`src/rtl/core/statistical_moments_engine_macros.svh`:
```
// ----------------------------------------------------------------------------
// Assertion macros used by the statistical moments engine controller.
// ----------------------------------------------------------------------------
`ifndef STATISTICAL_MOMENTS_ENGINE_MACROS_SVH
`define STATISTICAL_MOMENTS_ENGINE_MACROS_SVH

// Same-cycle implication check.
`define SMOM_ASSERT_IMP(label, ck, rs, ante, cons) \
  label: assert property (@(posedge ck) disable iff (rs) (ante) |-> (cons)) \
    else $error("smom same-cycle check failed");

// Next-cycle implication check.
`define SMOM_ASSERT_NXT(label, ck, rs, ante, cons) \
  label: assert property (@(posedge ck) disable iff (rs) (ante) |=> (cons)) \
    else $error("smom next-cycle check failed");

`endif

```
`src/rtl/core/smom_pkg.sv`:
```
// ----------------------------------------------------------------------------
// smom_pkg
// Types, constants and the compute program of the statistical moments engine.
// ----------------------------------------------------------------------------
package smom_pkg;

  // Sample and count sizing.
  localparam int SAMPLE_IN_W = 12;
  localparam int SAMPLE_BITS = 12;
  localparam int COUNT_BITS  = 16;

  // Accumulator widths, sized for a full set of extreme samples.
  localparam int SUM1_W = SAMPLE_BITS + COUNT_BITS + 1;
  localparam int SUM2_W = 2 * SAMPLE_BITS - 1 + COUNT_BITS;
  localparam int SUM3_W = 3 * SAMPLE_BITS - 2 + COUNT_BITS;
  localparam int SUM4_W = 4 * SAMPLE_BITS - 3 + COUNT_BITS;

  // Wide arithmetic unit.
  localparam int WIDE_W   = 192;
  localparam int MUL_BITS = 96;
  localparam int CNT_W    = $clog2(WIDE_W + 1);

  // Result field widths.
  localparam int OUT_S_W = 64;
  localparam int OUT_U_W = 63;

  // Program and register file addressing.
  localparam int REG_IDX_W = 4;
  localparam int REG_COUNT = 16;
  localparam int PC_W      = 6;
  localparam int IMM_W     = 17;

  localparam logic [COUNT_BITS-1:0] COUNT_MAX = {COUNT_BITS{1'b1}};

  // Status codes.
  localparam logic [1:0] STAT_OK       = 2'd0;
  localparam logic [1:0] STAT_ZERO_VAR = 2'd1;
  localparam logic [1:0] STAT_CAP      = 2'd2;

  // Register file entries.
  localparam logic [REG_IDX_W-1:0] R_N  = 4'd0;
  localparam logic [REG_IDX_W-1:0] R_S1 = 4'd1;
  localparam logic [REG_IDX_W-1:0] R_S2 = 4'd2;
  localparam logic [REG_IDX_W-1:0] R_S3 = 4'd3;
  localparam logic [REG_IDX_W-1:0] R_S4 = 4'd4;
  localparam logic [REG_IDX_W-1:0] R_N2 = 4'd5;
  localparam logic [REG_IDX_W-1:0] R_N3 = 4'd6;
  localparam logic [REG_IDX_W-1:0] R_N4 = 4'd7;
  localparam logic [REG_IDX_W-1:0] R_T  = 4'd8;
  localparam logic [REG_IDX_W-1:0] R_X  = 4'd9;
  localparam logic [REG_IDX_W-1:0] R_A2 = 4'd10;
  localparam logic [REG_IDX_W-1:0] R_A3 = 4'd11;
  localparam logic [REG_IDX_W-1:0] R_A4 = 4'd12;
  localparam logic [REG_IDX_W-1:0] R_Y  = 4'd13;

  // Result field selectors for the output operation.
  localparam logic [REG_IDX_W-1:0] F_MEAN = 4'd0;
  localparam logic [REG_IDX_W-1:0] F_RAW2 = 4'd1;
  localparam logic [REG_IDX_W-1:0] F_RAW3 = 4'd2;
  localparam logic [REG_IDX_W-1:0] F_RAW4 = 4'd3;
  localparam logic [REG_IDX_W-1:0] F_C2   = 4'd4;
  localparam logic [REG_IDX_W-1:0] F_C3   = 4'd5;
  localparam logic [REG_IDX_W-1:0] F_C4   = 4'd6;
  localparam logic [REG_IDX_W-1:0] F_SKEW = 4'd7;
  localparam logic [REG_IDX_W-1:0] F_KURT = 4'd8;

  // Load sources and multiplier constants.
  localparam logic [IMM_W-1:0] SRC_N  = 17'd0;
  localparam logic [IMM_W-1:0] SRC_S1 = 17'd1;
  localparam logic [IMM_W-1:0] SRC_S2 = 17'd2;
  localparam logic [IMM_W-1:0] SRC_S3 = 17'd3;
  localparam logic [IMM_W-1:0] SRC_S4 = 17'd4;
  localparam logic [IMM_W-1:0] K_TWO   = 17'd2;
  localparam logic [IMM_W-1:0] K_THREE = 17'd3;
  localparam logic [IMM_W-1:0] K_FOUR  = 17'd4;
  localparam logic [IMM_W-1:0] K_SIX   = 17'd6;
  localparam logic [IMM_W-1:0] K_Q_ONE = 17'd65536;
  localparam logic [IMM_W-1:0] K_NONE  = 17'd0;

  typedef enum logic [3:0] {
    OP_LD, OP_MUL, OP_MULK, OP_ADD, OP_SUB, OP_DIV, OP_ZCHK, OP_OUT, OP_END
  } op_t;

  typedef enum logic [2:0] {
    ST_COLLECT, ST_DRAIN, ST_READ, ST_OPND, ST_EXEC, ST_WRITE, ST_PUBLISH
  } state_t;

  typedef struct packed {
    op_t                  op;
    logic [REG_IDX_W-1:0] dst;
    logic [REG_IDX_W-1:0] a;
    logic [REG_IDX_W-1:0] b;
    logic [IMM_W-1:0]     imm;
  } instr_t;

  // Controller to datapath.
  typedef struct packed {
    logic   rd_en;
    logic   start;
    logic   commit;
    logic   publish;
    logic   clear;
    instr_t ins;
  } dp_cmd_t;

  // Datapath to controller.
  typedef struct packed {
    logic unit_busy;
    logic pipe_busy;
  } dp_stat_t;

  typedef struct packed {
    logic signed [OUT_S_W-1:0] mean_value;
    logic        [OUT_U_W-1:0] raw_second;
    logic signed [OUT_S_W-1:0] raw_third;
    logic        [OUT_U_W-1:0] raw_fourth;
    logic signed [OUT_S_W-1:0] central_second;
    logic signed [OUT_S_W-1:0] central_third;
    logic signed [OUT_S_W-1:0] central_fourth;
    logic        [OUT_U_W-1:0] skewness_beta;
    logic signed [OUT_S_W-1:0] kurtosis_beta;
    logic [COUNT_BITS-1:0]     sample_count;
    logic [1:0]                status;
  } result_t;

  function automatic instr_t mk(input op_t op, input logic [REG_IDX_W-1:0] dst,
                                input logic [REG_IDX_W-1:0] a,
                                input logic [REG_IDX_W-1:0] b,
                                input logic [IMM_W-1:0] imm);
    instr_t r;
    r.op  = op;
    r.dst = dst;
    r.a   = a;
    r.b   = b;
    r.imm = imm;
    return r;
  endfunction

  // Compute program: central sums, then every quotient, then the end mark.
  function automatic instr_t prog_at(input logic [PC_W-1:0] pc);
    instr_t r;
    case (pc)
      6'd0:  r = mk(OP_LD,   R_N,  R_N,  R_N,  SRC_N);
      6'd1:  r = mk(OP_LD,   R_S1, R_N,  R_N,  SRC_S1);
      6'd2:  r = mk(OP_LD,   R_S2, R_N,  R_N,  SRC_S2);
      6'd3:  r = mk(OP_LD,   R_S3, R_N,  R_N,  SRC_S3);
      6'd4:  r = mk(OP_LD,   R_S4, R_N,  R_N,  SRC_S4);
      6'd5:  r = mk(OP_MUL,  R_N2, R_N,  R_N,  K_NONE);
      6'd6:  r = mk(OP_MUL,  R_N3, R_N2, R_N,  K_NONE);
      6'd7:  r = mk(OP_MUL,  R_N4, R_N3, R_N,  K_NONE);
      6'd8:  r = mk(OP_MUL,  R_T,  R_S1, R_S1, K_NONE);
      6'd9:  r = mk(OP_MUL,  R_X,  R_N,  R_S2, K_NONE);
      6'd10: r = mk(OP_SUB,  R_A2, R_X,  R_T,  K_NONE);
      6'd11: r = mk(OP_ZCHK, R_A2, R_A2, R_A2, K_NONE);
      6'd12: r = mk(OP_MUL,  R_A3, R_N2, R_S3, K_NONE);
      6'd13: r = mk(OP_MUL,  R_Y,  R_X,  R_S1, K_NONE);
      6'd14: r = mk(OP_MULK, R_Y,  R_Y,  R_Y,  K_THREE);
      6'd15: r = mk(OP_SUB,  R_A3, R_A3, R_Y,  K_NONE);
      6'd16: r = mk(OP_MUL,  R_Y,  R_T,  R_S1, K_NONE);
      6'd17: r = mk(OP_MULK, R_Y,  R_Y,  R_Y,  K_TWO);
      6'd18: r = mk(OP_ADD,  R_A3, R_A3, R_Y,  K_NONE);
      6'd19: r = mk(OP_MUL,  R_A4, R_N3, R_S4, K_NONE);
      6'd20: r = mk(OP_MUL,  R_Y,  R_N2, R_S3, K_NONE);
      6'd21: r = mk(OP_MUL,  R_Y,  R_Y,  R_S1, K_NONE);
      6'd22: r = mk(OP_MULK, R_Y,  R_Y,  R_Y,  K_FOUR);
      6'd23: r = mk(OP_SUB,  R_A4, R_A4, R_Y,  K_NONE);
      6'd24: r = mk(OP_MUL,  R_Y,  R_X,  R_T,  K_NONE);
      6'd25: r = mk(OP_MULK, R_Y,  R_Y,  R_Y,  K_SIX);
      6'd26: r = mk(OP_ADD,  R_A4, R_A4, R_Y,  K_NONE);
      6'd27: r = mk(OP_MUL,  R_Y,  R_T,  R_T,  K_NONE);
      6'd28: r = mk(OP_MULK, R_Y,  R_Y,  R_Y,  K_THREE);
      6'd29: r = mk(OP_SUB,  R_A4, R_A4, R_Y,  K_NONE);
      6'd30: r = mk(OP_MULK, R_Y,  R_S1, R_S1, K_Q_ONE);
      6'd31: r = mk(OP_DIV,  R_Y,  R_Y,  R_N,  K_NONE);
      6'd32: r = mk(OP_OUT,  F_MEAN, R_Y, R_Y, K_NONE);
      6'd33: r = mk(OP_MULK, R_Y,  R_S2, R_S2, K_Q_ONE);
      6'd34: r = mk(OP_DIV,  R_Y,  R_Y,  R_N,  K_NONE);
      6'd35: r = mk(OP_OUT,  F_RAW2, R_Y, R_Y, K_NONE);
      6'd36: r = mk(OP_MULK, R_Y,  R_S3, R_S3, K_Q_ONE);
      6'd37: r = mk(OP_DIV,  R_Y,  R_Y,  R_N,  K_NONE);
      6'd38: r = mk(OP_OUT,  F_RAW3, R_Y, R_Y, K_NONE);
      6'd39: r = mk(OP_MULK, R_Y,  R_S4, R_S4, K_Q_ONE);
      6'd40: r = mk(OP_DIV,  R_Y,  R_Y,  R_N,  K_NONE);
      6'd41: r = mk(OP_OUT,  F_RAW4, R_Y, R_Y, K_NONE);
      6'd42: r = mk(OP_MULK, R_Y,  R_A2, R_A2, K_Q_ONE);
      6'd43: r = mk(OP_DIV,  R_Y,  R_Y,  R_N2, K_NONE);
      6'd44: r = mk(OP_OUT,  F_C2, R_Y,  R_Y,  K_NONE);
      6'd45: r = mk(OP_MULK, R_Y,  R_A3, R_A3, K_Q_ONE);
      6'd46: r = mk(OP_DIV,  R_Y,  R_Y,  R_N3, K_NONE);
      6'd47: r = mk(OP_OUT,  F_C3, R_Y,  R_Y,  K_NONE);
      6'd48: r = mk(OP_MULK, R_Y,  R_A4, R_A4, K_Q_ONE);
      6'd49: r = mk(OP_DIV,  R_Y,  R_Y,  R_N4, K_NONE);
      6'd50: r = mk(OP_OUT,  F_C4, R_Y,  R_Y,  K_NONE);
      6'd51: r = mk(OP_MUL,  R_Y,  R_A3, R_A3, K_NONE);
      6'd52: r = mk(OP_MULK, R_Y,  R_Y,  R_Y,  K_Q_ONE);
      6'd53: r = mk(OP_MUL,  R_X,  R_A2, R_A2, K_NONE);
      6'd54: r = mk(OP_MUL,  R_X,  R_X,  R_A2, K_NONE);
      6'd55: r = mk(OP_DIV,  R_Y,  R_Y,  R_X,  K_NONE);
      6'd56: r = mk(OP_OUT,  F_SKEW, R_Y, R_Y, K_NONE);
      6'd57: r = mk(OP_MULK, R_Y,  R_A4, R_A4, K_Q_ONE);
      6'd58: r = mk(OP_MUL,  R_X,  R_A2, R_A2, K_NONE);
      6'd59: r = mk(OP_DIV,  R_Y,  R_Y,  R_X,  K_NONE);
      6'd60: r = mk(OP_OUT,  F_KURT, R_Y, R_Y, K_NONE);
      default: r = mk(OP_END, R_N, R_N, R_N, K_NONE);
    endcase
    return r;
  endfunction

endpackage

```
`src/rtl/core/smom_ctrl.sv`:
```
// ----------------------------------------------------------------------------
// smom_ctrl
// Sequencer: sample collection, pipeline drain, program stepping and result
// handoff to the output register.
// ----------------------------------------------------------------------------
`include "statistical_moments_engine_macros.svh"

module smom_ctrl (
  input  logic                clk,
  input  logic                rst,
  input  logic                in_valid,
  input  logic                in_last,
  output logic                in_ready,
  output logic                out_valid,
  input  logic                out_ready,
  output smom_pkg::dp_cmd_t   cmd,
  input  smom_pkg::dp_stat_t  stat
);
  import smom_pkg::*;

  state_t          state, state_next;
  logic [PC_W-1:0] pc;
  instr_t          ins;
  logic            slot_free;

  assign ins       = prog_at(pc);
  assign slot_free = !out_valid || out_ready;

  // Next state.
  always_comb begin
    state_next = state;
    case (state)
      ST_COLLECT: if (in_valid && in_last) state_next = ST_DRAIN;
      ST_DRAIN:   if (!stat.pipe_busy) state_next = ST_READ;
      ST_READ:    state_next = (ins.op == OP_END) ? ST_PUBLISH : ST_OPND;
      ST_OPND:    state_next = ST_EXEC;
      ST_EXEC:    if (!stat.unit_busy) state_next = ST_WRITE;
      ST_WRITE:   state_next = ST_READ;
      ST_PUBLISH: if (slot_free) state_next = ST_COLLECT;
      default:    state_next = ST_COLLECT;
    endcase
  end

  // Outputs.
  always_comb begin
    in_ready    = (state == ST_COLLECT);
    cmd.rd_en   = (state == ST_READ);
    cmd.start   = (state == ST_OPND);
    cmd.commit  = (state == ST_WRITE);
    cmd.publish = (state == ST_PUBLISH) && slot_free;
    cmd.clear   = (state == ST_PUBLISH) && slot_free;
    cmd.ins     = ins;
  end

  // State, program counter and result valid.
  always_ff @(posedge clk) begin
    if (rst) begin
      state     <= ST_COLLECT;
      pc        <= '0;
      out_valid <= 1'b0;
    end else begin
      state <= state_next;
      if (state == ST_DRAIN) pc <= '0;
      else if (state == ST_WRITE) pc <= pc + 1'b1;
      if (cmd.publish) out_valid <= 1'b1;
      else if (out_ready) out_valid <= 1'b0;
    end
  end

  `SMOM_ASSERT_IMP(a_pub_slot, clk, rst, cmd.publish, (!out_valid || out_ready))
  `SMOM_ASSERT_NXT(a_pub_valid, clk, rst, cmd.publish, out_valid)
  `SMOM_ASSERT_NXT(a_drain_start, clk, rst, (state == ST_DRAIN && !stat.pipe_busy), (state == ST_READ && pc == '0))

endmodule
```
`config.mk`:
```
export PLATFORM = sky130hd
export DESIGN_NAME = smom_ctrl
export DESIGN_NICKNAME = d
export VERILOG_FILES = /design/src/rtl/core/smom_pkg.sv /design/src/rtl/core/smom_ctrl.sv
export VERILOG_INCLUDE_DIRS = /design/src /design/src/rtl/core
export SDC_FILE = /design/constraint.sdc
export NUM_CORES = 1
export LEC_CHECK = 0
export BUFFER_PORTS_ARGS = -buffer_cell sky130_fd_sc_hd__buf_4
export CORE_ASPECT_RATIO = 2
export CORE_MARGIN = 4
export CORE_UTILIZATION = 24
export CTS_CLUSTER_SIZE = 24
export DETAILED_ROUTE_END_ITERATION = 10
export REMOVE_ABC_BUFFERS = 1
export SYNTH_ARGS = -nofsm -noshare
export SYNTH_HDL_FRONTEND = slang
export SYNTH_SLANG_ARGS = --single-unit
```
`constraint.sdc`:
```
create_clock -name clk -period 4.5 [get_ports clk]
set_clock_uncertainty 0.05 [all_clocks]
set_input_delay 0.9 -clock clk [delete_from_list [all_inputs] [get_ports clk]]
set_output_delay 0.9 -clock clk [all_outputs]
set_load 0.01 [all_outputs]
```
==> results.py <==
metrics = {
    "timing": {
        "hold_viol": 0,
        "post-route-min-period_ps": 3510,
        "finalMaxSlewViolations": 0,
        "period_share": 0.781,
        "finalSetupViolCount": 0,
        "finalSetupTns_ps": 0,
        "max_freq_mhz": 285,
        "relSlewSlack": 0.408,
        "worst_slew_pin_slew_ps": 881,
        "rsz0062_at_grt": "no",
        "fin_ws_ps": 986,
    },
    "critical_path": {
        "slowest_delay_ps": 670,
        "timing.rr.end": "ins[23]",
        "cp-start-kind": "flip-flop",
        "cp.required_ps": 4620,
        "slowest_stage": "ha_1",
        "end_kind": "flip-flop",
        "ff2ff_path_depth": 10,
        "cp_data_arrival_time_ps": 3630,
        "cp_max_fo": 14,
        "cpMostUsedCell": "mux2i_1",
        "ff2ff_setup_slack_ps": 990,
        "worstReg2RegStart": "state[0]",
        "path_class": "flip-flop to flip-flop",
        "crit_path_cell_trace": "nand3b_4 > inv_2 > mux2i_1 > nor2_1 > inv_1 > ha_1 > mux2i_1 > o21ai_1 > o32ai_1 > or3_1",
    },
    "worst_hold_path": {
        "holdCritPathClass": "flip-flop to flip-flop",
        "holdPathStages": 2,
        "hp-start": "out_valid",
        "whs_endpoint": "out_valid",
    },
    "cells_and_area": {
        "stdcell_count": 512,
        "final_cell_area_sq_um": 3080,
        "area_growth_pct": 14.8,
        "diodes": 0,
        "drive_gt1_frac": 0.191,
        "final_util": 0.281,
        "fin_nets": 387,
        "fill_cells": 1226,
    },
    "clocking": {
        "cts_root_buf": "clkbuf_16",
        "postCtsResizedCells": 0,
        "hold_buffers": 0,
        "clkLatencyLatePin_ps": 290,
        "cts_tree": "built",
        "clockBufferDepth": 2,
        "cts_made_buffers": 5,
        "htreeDepth": 2,
        "post-cts-setup-buffer-count": 0,
        "cts_sinks": 30,
        "clk_pin_slew_ps": 60,
    },
    "synthesis": {
        "synth_top_area_frac": 0.224,
        "ys_warn_count": 0,
        "synth_seq_area_share": 0.224,
        "yosysTopAreaCell": "dfxtp_1",
        "synth.avg_cell_area_sq_um": 7.53,
        "synth-main-ff-cell": "dfxtp_1",
        "synth_area_leaders": "dfxtp_1 22%, nor2_1 5.7%, buf_4 4.8%",
        "ys_ff_latch": 30,
        "synth.top_cells.by_count": "41 x nor2_1, 34 x nand2_1, 30 x dfxtp_1",
        "synth_cells": 356,
        "ys_types": 68,
        "yosysMostFrequentCell": "nor2_1",
        "synth_edf_count": 0,
        "async_reset_ff_frac": 0,
        "syn_area_sq_um": 2680,
    },
    "placement": {
        "dpl.hpwl_mm": 7.55,
        "gp_congestion": 1.00,
        "dp.cells": 504,
        "port_buffers": 33,
        "pre_cts_ws_ps": 960,
        "postPlaceCellArea_sq_um": 2930,
    },
    "route": {
        "routed_wl_mm": 10.2,
        "ant_nets": 0,
        "drc": 0,
        "viasPerCell": 5.76,
        "vias": 2951,
        "first_iter_violations": 424,
        "wl_per_cell_um": 20.0,
        "drt_first_pass_iters": 6,
    },
    "grt": {
        "grt_pass1_wl_mm": 15.8,
        "overflow": 0,
        "grt_max_degree": 40,
        "grt_pass1_vias": 2815,
        "track_usage": 0.164,
        "antenna_found_initial": 0,
    },
    "die": {
        "core-area_sq_um": 10900,
        "die_w_um": 82.7,
        "start_util": 0.245,
        "dieArea_sq_um": 13000,
        "rows": 54,
        "io_pins": 47,
        "die_h_um": 157,
    },
    "outcome": {
        "outcome": "complete, no violations",
    },
    "power_and_ir_drop": {
        "power_density_nw_per_um2": 222,
        "p_leak_nw": 1.21,
        "ir_drop_v": 0.000131,
    },
    "job": {
        "maxCapViolCount": 0,
    },
}
-- cells by family after synthesis --
kind of cell,count (synthesis),synth area share
AOI/OAI and AO/OA,118,0.316
xor gates and xnor gates,7,0.0257
adders and majority gates,9,0.0420
buffers and inverters,51,0.108
DFF,30,0.224
muxes,4,0.0149
other,1,0.00140
and+or+nand+nor,136,0.268
-- cells in the final DEF, fill, tap and decap left out, types with 5 or more instances in the layout --
cell type  Yosys  routed
inv_1          5       5
a22oi_1        5       5
nand3_1       13      13
a32oi_1        5       5
a211oi_1       6       6
o21ai_0       17      17
nand2_1       34      34
buf_4         17      37
conb_1         1      13
o22ai_1        6       6
clkbuf_16      0       5
a31oi_1        6       6
nor3_1        11      11
o211ai_1      15      15
inv_2          5       5
ha_1           9       9
a21oi_1       20      20
nor4_1         5       5
nor2_1        41      41
dfxtp_1       30      30
-- worst max-delay path by stage --
stage,slack [ps],cells after the start,to,startpoint
final,990,10,ins[23],state[0]
after global routing,630,10,ins[19],state[0]
after CTS,1010,10,ins[23],state[0]
after detailed placement,960,8,ins[23],rst
after global placement,1010,8,ins[23],rst
after floorplan,1610,10,ins[23],state[0]
-- stage by stage --
stage                     power (W)  hold WS [ps]
final                      0.000682           557
after global routing       0.000706           625
after CTS                  0.000688           572
after global placement     0.000324           559
after detailed placement   0.000325           563
after floorplan            0.000309           503
-- routing by layer --
metal	routed length, um	track usage	up-vias	share of wire
li1	-	-	1317	-
met1	3340	0.165	1379	0.33
met2	5240	0.278	194	0.51
met3	719	0.0286	61	0.070
met4	933	0.142	0	0.091
met5	0	0	-	0
-- flip-flops by register name, indices dropped and copies added, names as in the netlist --
register,cells
ins,20
pc,6
out_valid,1
state,3
-- report_power, final --
part           leakage [nW]  switching (W)  internal, W
clock network        0.0729       0.000143     0.000219
logic                 0.898      0.0000260    0.0000183
registers             0.242     0.00000758     0.000268
total                  1.21       0.000177     0.000505
-- worst max-delay path, delay by kind of cell (launching register included) --
family | cells | cell delay (ps)
buffers and inverters | 2 | 350
multiplexers | 2 | 390
AO/OA/AOI/OAI | 2 | 280
flip-flops | 1 | 640
adder cells (fa/ha/maj) | 1 | 670
AND/OR/NAND/NOR | 3 | 1010
-- area by class of cell --
cell class                 count  area (sq um)  share of cell area
multi-input combinational    287          1840               0.596
sequential                    30           601               0.195
timing repair buffer          37           278              0.0902
tap                          140           175              0.0569
clock buffer                   6           139              0.0451
inverter                      10          37.5              0.0122
clock inverter                 2          12.5             0.00407
Note: power is estimated with default switching activity, not from simulation.
